==> src/hdl/kufef_pkg.sv <==
// kufef_pkg: shared widths, types and constants for the Kruskal union-find edge filter.
// No dependencies; compiled first.
package kufef_pkg;

   localparam int NODES    = 1024;
   localparam int NODE_W   = $clog2(NODES);
   localparam int WEIGHT_W = 48;
   localparam int TOTAL_W  = 58;

   localparam logic OP_CLEAR = 1'b0;
   localparam logic OP_EDGE  = 1'b1;

   typedef logic [NODE_W-1:0]   node_type;
   typedef logic [WEIGHT_W-1:0] weight_type;
   typedef logic [TOTAL_W-1:0]  total_type;

   localparam total_type TOTAL_MAX = {TOTAL_W{1'b1}};
   localparam node_type  NODE_LAST = node_type'(NODES - 1);

   typedef struct packed {
      logic     we;
      node_type waddr;
      node_type wdata;
      node_type raddr;
   } mem_req_type;

   typedef struct packed {
      logic      accepted;
      logic      to_source;
      total_type total_cost;
   } rsp_data_type;

   typedef struct packed {
      logic sweeping;
      logic busy;
   } ctrl_stat_type;

endpackage

==> src/hdl/kufef_if.sv <==
// Valid/ready channel interfaces for edge requests and filter responses.
// Depends on kufef_pkg.
interface kufef_req_if
   import kufef_pkg::*;
();
   logic       valid;
   logic       ready;
   logic       op;
   node_type   node_a;
   node_type   node_b;
   weight_type weight;

   modport source (output valid, output op, output node_a, output node_b, output weight,
                   input ready);
   modport sink   (input valid, input op, input node_a, input node_b, input weight,
                   output ready);
endinterface


==> src/hdl/kufef_ctrl.sv <==
// Sequencer: clearing sweep, root walks with path halving, link and total update.
// Depends on kufef_pkg and kufef_if; drives kufef_parent_mem.
module kufef_ctrl
   import kufef_pkg::*;
(
   input  logic          clock,
   input  logic          reset,
   kufef_req_if.sink     req_bus,
   input  node_type      mem_rdata,
   output mem_req_type   mem_req,
   input  logic          res_free,
   output logic          res_load,
   output rsp_data_type  res_data,
   output ctrl_stat_type stat
);

   localparam logic [2:0] ST_SWEEP  = 3'd0;
   localparam logic [2:0] ST_IDLE   = 3'd1;
   localparam logic [2:0] ST_CHK    = 3'd2;
   localparam logic [2:0] ST_HALF   = 3'd3;
   localparam logic [2:0] ST_DECIDE = 3'd4;
   localparam logic [2:0] ST_FINISH = 3'd5;

   logic [2:0]   state_ff, state_in;
   node_type     sweep_ff, sweep_in;
   node_type     x_ff, x_in;
   node_type     a_ff, a_in;
   node_type     b_ff, b_in;
   node_type     ra_ff, ra_in;
   logic         phase_ff, phase_in;
   logic         clear_ff, clear_in;
   weight_type   weight_ff, weight_in;
   total_type    total_ff, total_in;
   rsp_data_type res_ff, res_in;

   logic [TOTAL_W:0] sum;
   logic             join_trees;
   total_type        total_new;

   assign sum        = {1'b0, total_ff} + {{(TOTAL_W + 1 - WEIGHT_W){1'b0}}, weight_ff};
   assign total_new  = sum[TOTAL_W] ? TOTAL_MAX : sum[TOTAL_W-1:0];
   assign join_trees = (ra_ff != x_ff);

   assign req_bus.ready = (state_ff == ST_IDLE);

   always_comb begin
      state_in  = state_ff;
      sweep_in  = sweep_ff;
      x_in      = x_ff;
      a_in      = a_ff;
      b_in      = b_ff;
      ra_in     = ra_ff;
      phase_in  = phase_ff;
      clear_in  = clear_ff;
      weight_in = weight_ff;
      total_in  = total_ff;
      res_in    = res_ff;
      mem_req   = '{we: 1'b0, waddr: x_ff, wdata: mem_rdata, raddr: x_ff};
      res_load  = 1'b0;
      case (state_ff)
         ST_SWEEP: begin
            mem_req.we    = 1'b1;
            mem_req.waddr = sweep_ff;
            mem_req.wdata = sweep_ff;
            sweep_in      = sweep_ff + node_type'(1);
            if (sweep_ff == NODE_LAST) begin
               state_in = ST_IDLE;
            end
         end
         ST_IDLE: begin
            mem_req.raddr = req_bus.node_a;
            if (req_bus.valid) begin
               if (req_bus.op == OP_CLEAR) begin
                  clear_in = 1'b1;
                  total_in = '0;
                  res_in   = '0;
                  state_in = ST_FINISH;
               end else begin
                  clear_in  = 1'b0;
                  a_in      = req_bus.node_a;
                  b_in      = req_bus.node_b;
                  x_in      = req_bus.node_a;
                  weight_in = req_bus.weight;
                  phase_in  = 1'b0;
                  state_in  = ST_CHK;
               end
            end
         end
         ST_CHK: begin
            // mem_rdata is parent of x
            if (mem_rdata == x_ff) begin
               if (!phase_ff) begin
                  ra_in         = x_ff;
                  x_in          = b_ff;
                  mem_req.raddr = b_ff;
                  phase_in      = 1'b1;
               end else begin
                  state_in = ST_DECIDE;
               end
            end else begin
               mem_req.raddr = mem_rdata;
               state_in      = ST_HALF;
            end
         end
         ST_HALF: begin
            // mem_rdata is grandparent of x: halve and step
            mem_req.we    = 1'b1;
            mem_req.waddr = x_ff;
            mem_req.wdata = mem_rdata;
            mem_req.raddr = mem_rdata;
            x_in          = mem_rdata;
            state_in      = ST_CHK;
         end
         ST_DECIDE: begin
            mem_req.we    = join_trees;
            mem_req.waddr = ra_ff;
            mem_req.wdata = x_ff;
            if (join_trees) begin
               total_in = total_new;
            end
            res_in.accepted   = join_trees;
            res_in.to_source  = join_trees && (a_ff == '0);
            res_in.total_cost = join_trees ? total_new : total_ff;
            state_in          = ST_FINISH;
         end
         ST_FINISH: begin
            if (res_free) begin
               res_load = 1'b1;
               sweep_in = '0;
               state_in = clear_ff ? ST_SWEEP : ST_IDLE;
            end
         end
         default: begin
            state_in = ST_IDLE;
         end
      endcase
   end

   always_ff @(posedge clock) begin
      if (reset) begin
         state_ff <= ST_SWEEP;
         sweep_ff <= '0;
         total_ff <= '0;
         clear_ff <= 1'b0;
         phase_ff <= 1'b0;
      end else begin
         state_ff <= state_in;
         sweep_ff <= sweep_in;
         total_ff <= total_in;
         clear_ff <= clear_in;
         phase_ff <= phase_in;
      end
   end

   always_ff @(posedge clock) begin
      x_ff      <= x_in;
      a_ff      <= a_in;
      b_ff      <= b_in;
      ra_ff     <= ra_in;
      weight_ff <= weight_in;
      res_ff    <= res_in;
   end

   assign res_data      = res_ff;
   assign stat.sweeping = (state_ff == ST_SWEEP);
   assign stat.busy     = (state_ff != ST_IDLE);

endmodule

==> src/flat_wrapper.sv <==
// flat-port wrapper written by rule: the top's interface ports become plain ports
module kufef_ctrl_flat import kufef_pkg::*;
  (clock, reset, mem_rdata, mem_req, res_free, res_load, res_data, stat, req_bus_valid, req_bus_op, req_bus_node_a, req_bus_node_b, req_bus_weight, req_bus_ready);
  kufef_req_if req_bus_i ();
  input  logic clock;
  input  logic reset;
  input  node_type mem_rdata;
  output mem_req_type mem_req;
  input  logic res_free;
  output logic res_load;
  output rsp_data_type res_data;
  output ctrl_stat_type stat;
  input wire logic [$bits(req_bus_i.valid)-1:0] req_bus_valid;
  input wire logic [$bits(req_bus_i.op)-1:0] req_bus_op;
  input wire logic [$bits(req_bus_i.node_a)-1:0] req_bus_node_a;
  input wire logic [$bits(req_bus_i.node_b)-1:0] req_bus_node_b;
  input wire logic [$bits(req_bus_i.weight)-1:0] req_bus_weight;
  output wire logic [$bits(req_bus_i.ready)-1:0] req_bus_ready;
  assign req_bus_i.valid = req_bus_valid;
  assign req_bus_i.op = req_bus_op;
  assign req_bus_i.node_a = req_bus_node_a;
  assign req_bus_i.node_b = req_bus_node_b;
  assign req_bus_i.weight = req_bus_weight;
  assign req_bus_ready = req_bus_i.ready;
  kufef_ctrl u_core (.clock(clock), .reset(reset), .req_bus(req_bus_i), .mem_rdata(mem_rdata), .mem_req(mem_req), .res_free(res_free), .res_load(res_load), .res_data(res_data), .stat(stat));
endmodule
==> config.mk <==
export PLATFORM = sky130hd
export DESIGN_NAME = kufef_ctrl_flat
export DESIGN_NICKNAME = d
export VERILOG_FILES = /design/src/hdl/kufef_pkg.sv /design/src/hdl/kufef_if.sv /design/src/hdl/kufef_ctrl.sv /design/src/flat_wrapper.sv
export SDC_FILE = /design/constraint.sdc
export NUM_CORES = 1
export LEC_CHECK = 0
export BUFFER_PORTS_ARGS = -buffer_cell sky130_fd_sc_hd__buf_2
export CORE_MARGIN = 2
export CORE_UTILIZATION = 23
export CTS_CLUSTER_SIZE = 24
export DETAILED_ROUTE_END_ITERATION = 7
export GPL_ROUTABILITY_DRIVEN = 0
export GPL_TIMING_DRIVEN = 0
export PLACE_DENSITY = 0.42
export SLEW_MARGIN = 20
export SYNTH_ARGS = -nofsm -noshare
export SYNTH_HDL_FRONTEND = slang
export SYNTH_SLANG_ARGS = --single-unit
==> constraint.sdc <==
create_clock -name clock -period 5.9 [get_ports clock]
set_clock_uncertainty 0.1 [all_clocks]
set_input_delay 1.18 -clock clock [delete_from_list [all_inputs] [get_ports clock]]
set_output_delay 1.18 -clock clock [all_outputs]
set_load 0.05 [all_outputs]
==> metrics.sh <==
FINALCRITICALPERIOD_NS=5.18
CRITICALPATHCATEGORY='in2out'
FIN_NETS=1686
MIN-DELAY-START='u_core.total_ff[41]'
TIMING_HOLD_VIOLATIONS_FINAL=0
WL_PER_CELL_UM=20.3
TOTAL_LEAKAGE_POWER_nW=5.91
POST_SYNTH_MAIN_AREA_CONTRIBUTORS='sky130_fd_sc_hd__edfxtp_1 (35%), sky130_fd_sc_hd__dfxtp_1 (12%), sky130_fd_sc_hd__a21oi_1 (6.9%)'
ANTENNA_FOUND_INITIAL=2
POWER_DENSITY_mW_PER_MM2=241
CLOCKROOTBUFFER='sky130_fd_sc_hd__clkbuf_16'
VIA_COUNT_OF_THE_FIRST_GLOBAL_ROUTING_PASS=11275
SLOWEST_DELAY_NS=0.74
FIRST_PASS_DETAILED_ROUTE_ITERATION_TOTAL=5
N_ANTENNA_CELL=0
DRT_TOTAL_WL_UM=46000
CLOCK_LATENCY_NS=0.58
FINAL_CELL_MIX='sky130_fd_sc_hd__buf_2 (186), sky130_fd_sc_hd__a21oi_1 (174), sky130_fd_sc_hd__edfxtp_1 (148)'
SYNTH.AVG_CELL_AREA_SQ_UM=9.36
SYNTH_TOP_FAMILY_BY_AREA='compound AO/OA/AOI/OAI gates'
WORSTREG2REGSTART='u_core.weight_ff[31]'
SYNTHSIMPLEGATEAREAFRAC_PCT=14.8
ANTENNA_VIOLATING_NETS_POST_ROUTE=0
H-TREE-DEPTH=1
ROUTE.MET2.WL_UM=21100
PORT_BUFFERS=176
DIE-WIDTH_UM=238
FMAX_MHz=193
TOTAL_GLOBAL_ROUTING_TRACK_UTILIZATION_PCT=15.9
WORSTMARGINPINSLEW_NS=0.976
FP.DIEH_UM=238
SYNTH_COMPOUND_GATE_AREA_SHARE_PCT=23.7
HOLDBUFCOUNTCTS=0
MIN_PERIOD_OVER_PERIOD_PCT=87.7
FINAL_COMMON_CELL='sky130_fd_sc_hd__buf_2'
SYNTHADDERAREAFRAC_PCT=5.13
INITIAL_CORE_UTIL_PCT=23.3
CORE_OUTLINE_AREA_SQ_MM=0.0539
POWER.SHARE.SWITCHING_PCT=21.5
P_SW_uW=800
CLOCK_POWER_SHARE_PCT=53.4
POST-SYNTH-TOP-AREA-CELL='sky130_fd_sc_hd__edfxtp_1'
DRIVE_ABOVE_1_SHARE_PCT=17.9
POST_SYNTH_MUX_AREA_SHARE_PCT=0.876
EDFF_COUNT_SYNTH=148
WIRE_LENGTH_OF_THE_FIRST_GLOBAL_ROUTING_PASS_UM=68700
OVERFLOW=0
PWR-SHARE-COMB_PCT=2.4
DRT_FIRST_ITER_VIOLATIONS=749
SYNTH_ASYNC_SR_FLOP_SHARE_PCT=0
FINAL-SETUP-VIOL-COUNT=0
WARNINGS_SYNTHESIS=0
TIMING.CRITICAL_PATH.FANOUT_MAX=10
CP-END-KIND='output pin'
RSZ0062_AT_GRT='no'
SYNTH_SEQ_CELLS=221
VIAS_PER_CELL=4.94
SLEW-LIMIT-HEADROOM_PCT=34.5
TIMING.MAX_CAP.VIOLATIONS=0
DETAILED_PLACEMENT_HPWL_UM=34200
MAXIMUM_ROOT_TO_SINK_BUFFER_COUNT=3
MAXSLEWVIOLCOUNT=0
SYNTH_TOP_CELL_AREA_SHARE_PCT=35.3
WORST_IR_DROP_VDD_uV=204
SYN_AREA_SQ_MM=0.0126
TOP_LAYER='met5'
PLACEMENT.CELL_AREA_SQ_MM=0.0144
SYNTH_CELLS=1343
WORSTPATHARRIVAL_NS=3.90
CTS_REPAIR_RESIZE_COUNT=0
CLKSINKCOUNT=221
P_TOTAL_mW=3.73
POSTCTSSETUPBUFFERS=0
SETUP_TNS_NS=0
GRT_START_MAX_NET_PINS=47
CP_MAX_DELAY_CELL='sky130_fd_sc_hd__nor4_1'
DIE_AREA_SQ_MM=0.0566
WL_MET3_UM=2790
NUM_VIAS=11207
ROUTE.DETAILED.DRC=0
WORSTHOLDPATHTYPE='reg2reg'
SYNTH_XOR_XNOR_AREA_SHARE_PCT=4.67
CTS_INSERTED_BUFFERS=29
STD_CELL_ROWS=85
LAUNCHING_INSTANCE_OR_PORT_OF_THE_CRITICAL_PATH='mem_rdata[2]'
ROUTEDLENGTHMET1_UM=20400
YOSYSUNIQUECELLTYPES=90
SYN2LAYOUT_AREA_GROWTH_PCT=22.9
CLK_PIN_SLEW_NS=0.06
CTS_TREE='built'
RUN_STATUS='finished, final reports clean'
LAYOUT.CELL_AREA.NON_FILLER_SQ_MM=0.0155
MAPPED_NETS=1477
FLOORPLAN.IO_PINS=178
CP_DATA_REQUIRED_TIME_NS=4.62
YS_SEQ_AREA_SHARE_PCT=47.0
PWR-SHARE-SEQ_PCT=44.1
POST_LAYOUT_UTIL_PCT=28.7
SYNTH_FF_TYPE='sky130_fd_sc_hd__edfxtp_1'
STARTPOINT_TYPE='input pin'
CELL_INTERNAL_PWR_mW=2.93
TIMING.CRITICAL_PATH.MODE_CELL='sky130_fd_sc_hd__buf_2'
SETUP.REG_TO_REG.WORST_SLACK_NS=1.96
WORSTPATHCELLLIST='buf_2 > xnor2_1 > nand4_1 > nor4_1 > nor2_1 > or2_2 > clkbuf_1 > a22oi_1 > nand2_1 > o21ai_0 > a21oi_1 > buf_2'
-- final timing paths --
path	end	cells after the start
setup / recovery	mem_req[4]	12
hold / removal	u_core.total_ff[41]	2
setup reg to reg	u_core.res_data[22]	10
hold reg to reg	u_core.total_ff[41]	2
-- worst max-delay path, delay by kind of cell --
kind,cells,cell delay (ns)
buffers and inverters,3,0.64
and+or+nand+nor,5,1.43
xor gates and xnor gates,1,0.19
AOI/OAI and AO/OA,3,0.43
-- Yosys cell counts (9+ instances only) --
library cell               count
sky130_fd_sc_hd__nand2_1     124
sky130_fd_sc_hd__o21ai_0     117
sky130_fd_sc_hd__and3_1       12
sky130_fd_sc_hd__edfxtp_1    148
sky130_fd_sc_hd__nor2b_1      17
sky130_fd_sc_hd__and2_1        9
sky130_fd_sc_hd__nand4_1      16
sky130_fd_sc_hd__dfxtp_1      73
sky130_fd_sc_hd__o22ai_1      10
sky130_fd_sc_hd__or3_1        10
sky130_fd_sc_hd__clkbuf_1     47
sky130_fd_sc_hd__xor2_1       34
sky130_fd_sc_hd__a21oi_1     174
sky130_fd_sc_hd__a21o_1       23
sky130_fd_sc_hd__xnor2_1      33
sky130_fd_sc_hd__nand3_1      26
sky130_fd_sc_hd__inv_1        38
sky130_fd_sc_hd__nor3_1       22
sky130_fd_sc_hd__o21ai_1      12
sky130_fd_sc_hd__o211ai_1     15
sky130_fd_sc_hd__a22oi_1      12
sky130_fd_sc_hd__a31oi_1      25
sky130_fd_sc_hd__ha_1         50
sky130_fd_sc_hd__nor2_1      131
sky130_fd_sc_hd__a211oi_1      9
sky130_fd_sc_hd__mux2i_1      11
sky130_fd_sc_hd__buf_2        10
-- power groups by stage --
| stage | Combinational [mW] | Sequential (mW) | Clock (mW) |
|---|---|---|---|
| after floorplan | 0.0367 | 1.68 | 0 |
| after global placement | 0.0915 | 1.68 | 0 |
| after detailed placement | 0.0911 | 1.68 | 0 |
| after CTS | 0.0921 | 1.64 | 2.05 |
| after global routing | 0.0988 | 1.64 | 2.11 |
| final | 0.0908 | 1.65 | 1.99 |
-- layout make-up --
cell class | count | area [sq um]
Inverter | 40 | 153
Fill cell | 5737 | 38500
Buffer | 72 | 343
Sequential cell | 221 | 5910
Timing Repair Buffer | 178 | 936
Multi-Input combinational cell | 1010 | 6180
Clock buffer | 40 | 840
Clock inverter | 13 | 228
Tap cell | 696 | 871
-- cell families after synthesis --
| group | Yosys count |
|---|---|
| AO/OA/AOI/OAI | 479 |
| AND/OR/NAND/NOR | 402 |
| flip-flops | 221 |
| buffers and inverters | 112 |
| XOR/XNOR | 67 |
| adder cells (fa/ha/maj) | 51 |
| multiplexers | 11 |
-- sequential cells by signal, indices dropped and copies added (netlist names) --
name	cells
u_core.phase_ff	1
u_core.a_ff	10
u_core.clear_ff	1
u_core.sweep_ff	10
u_core.ra_ff	10
u_core.x_ff	10
u_core.weight_ff	48
u_core.b_ff	10
u_core.state_ff	3
u_core.total_ff	58
u_core.res_data	60
-- per-layer routing --
layer	up-vias	GRT usage, %
met4	4	5.09
li1	5376	-
met3	89	3.24
met2	362	26.4
met5	-	0
met1	5376	20.8
-- stage by stage --
stage / setup slack, ns / cells / hold slack (ns)
after global routing: 0.525 / 2270 / 0.402
after global placement: 0.205 / 2215 / 0.357
after detailed placement: 0.751 / 2217 / 0.367
after CTS: 0.731 / 2270 / 0.374
after floorplan: 1.32 / 1343 / 0.344
final: 0.725 / 2270 / 0.375
Power figures use the tool's default switching activity.
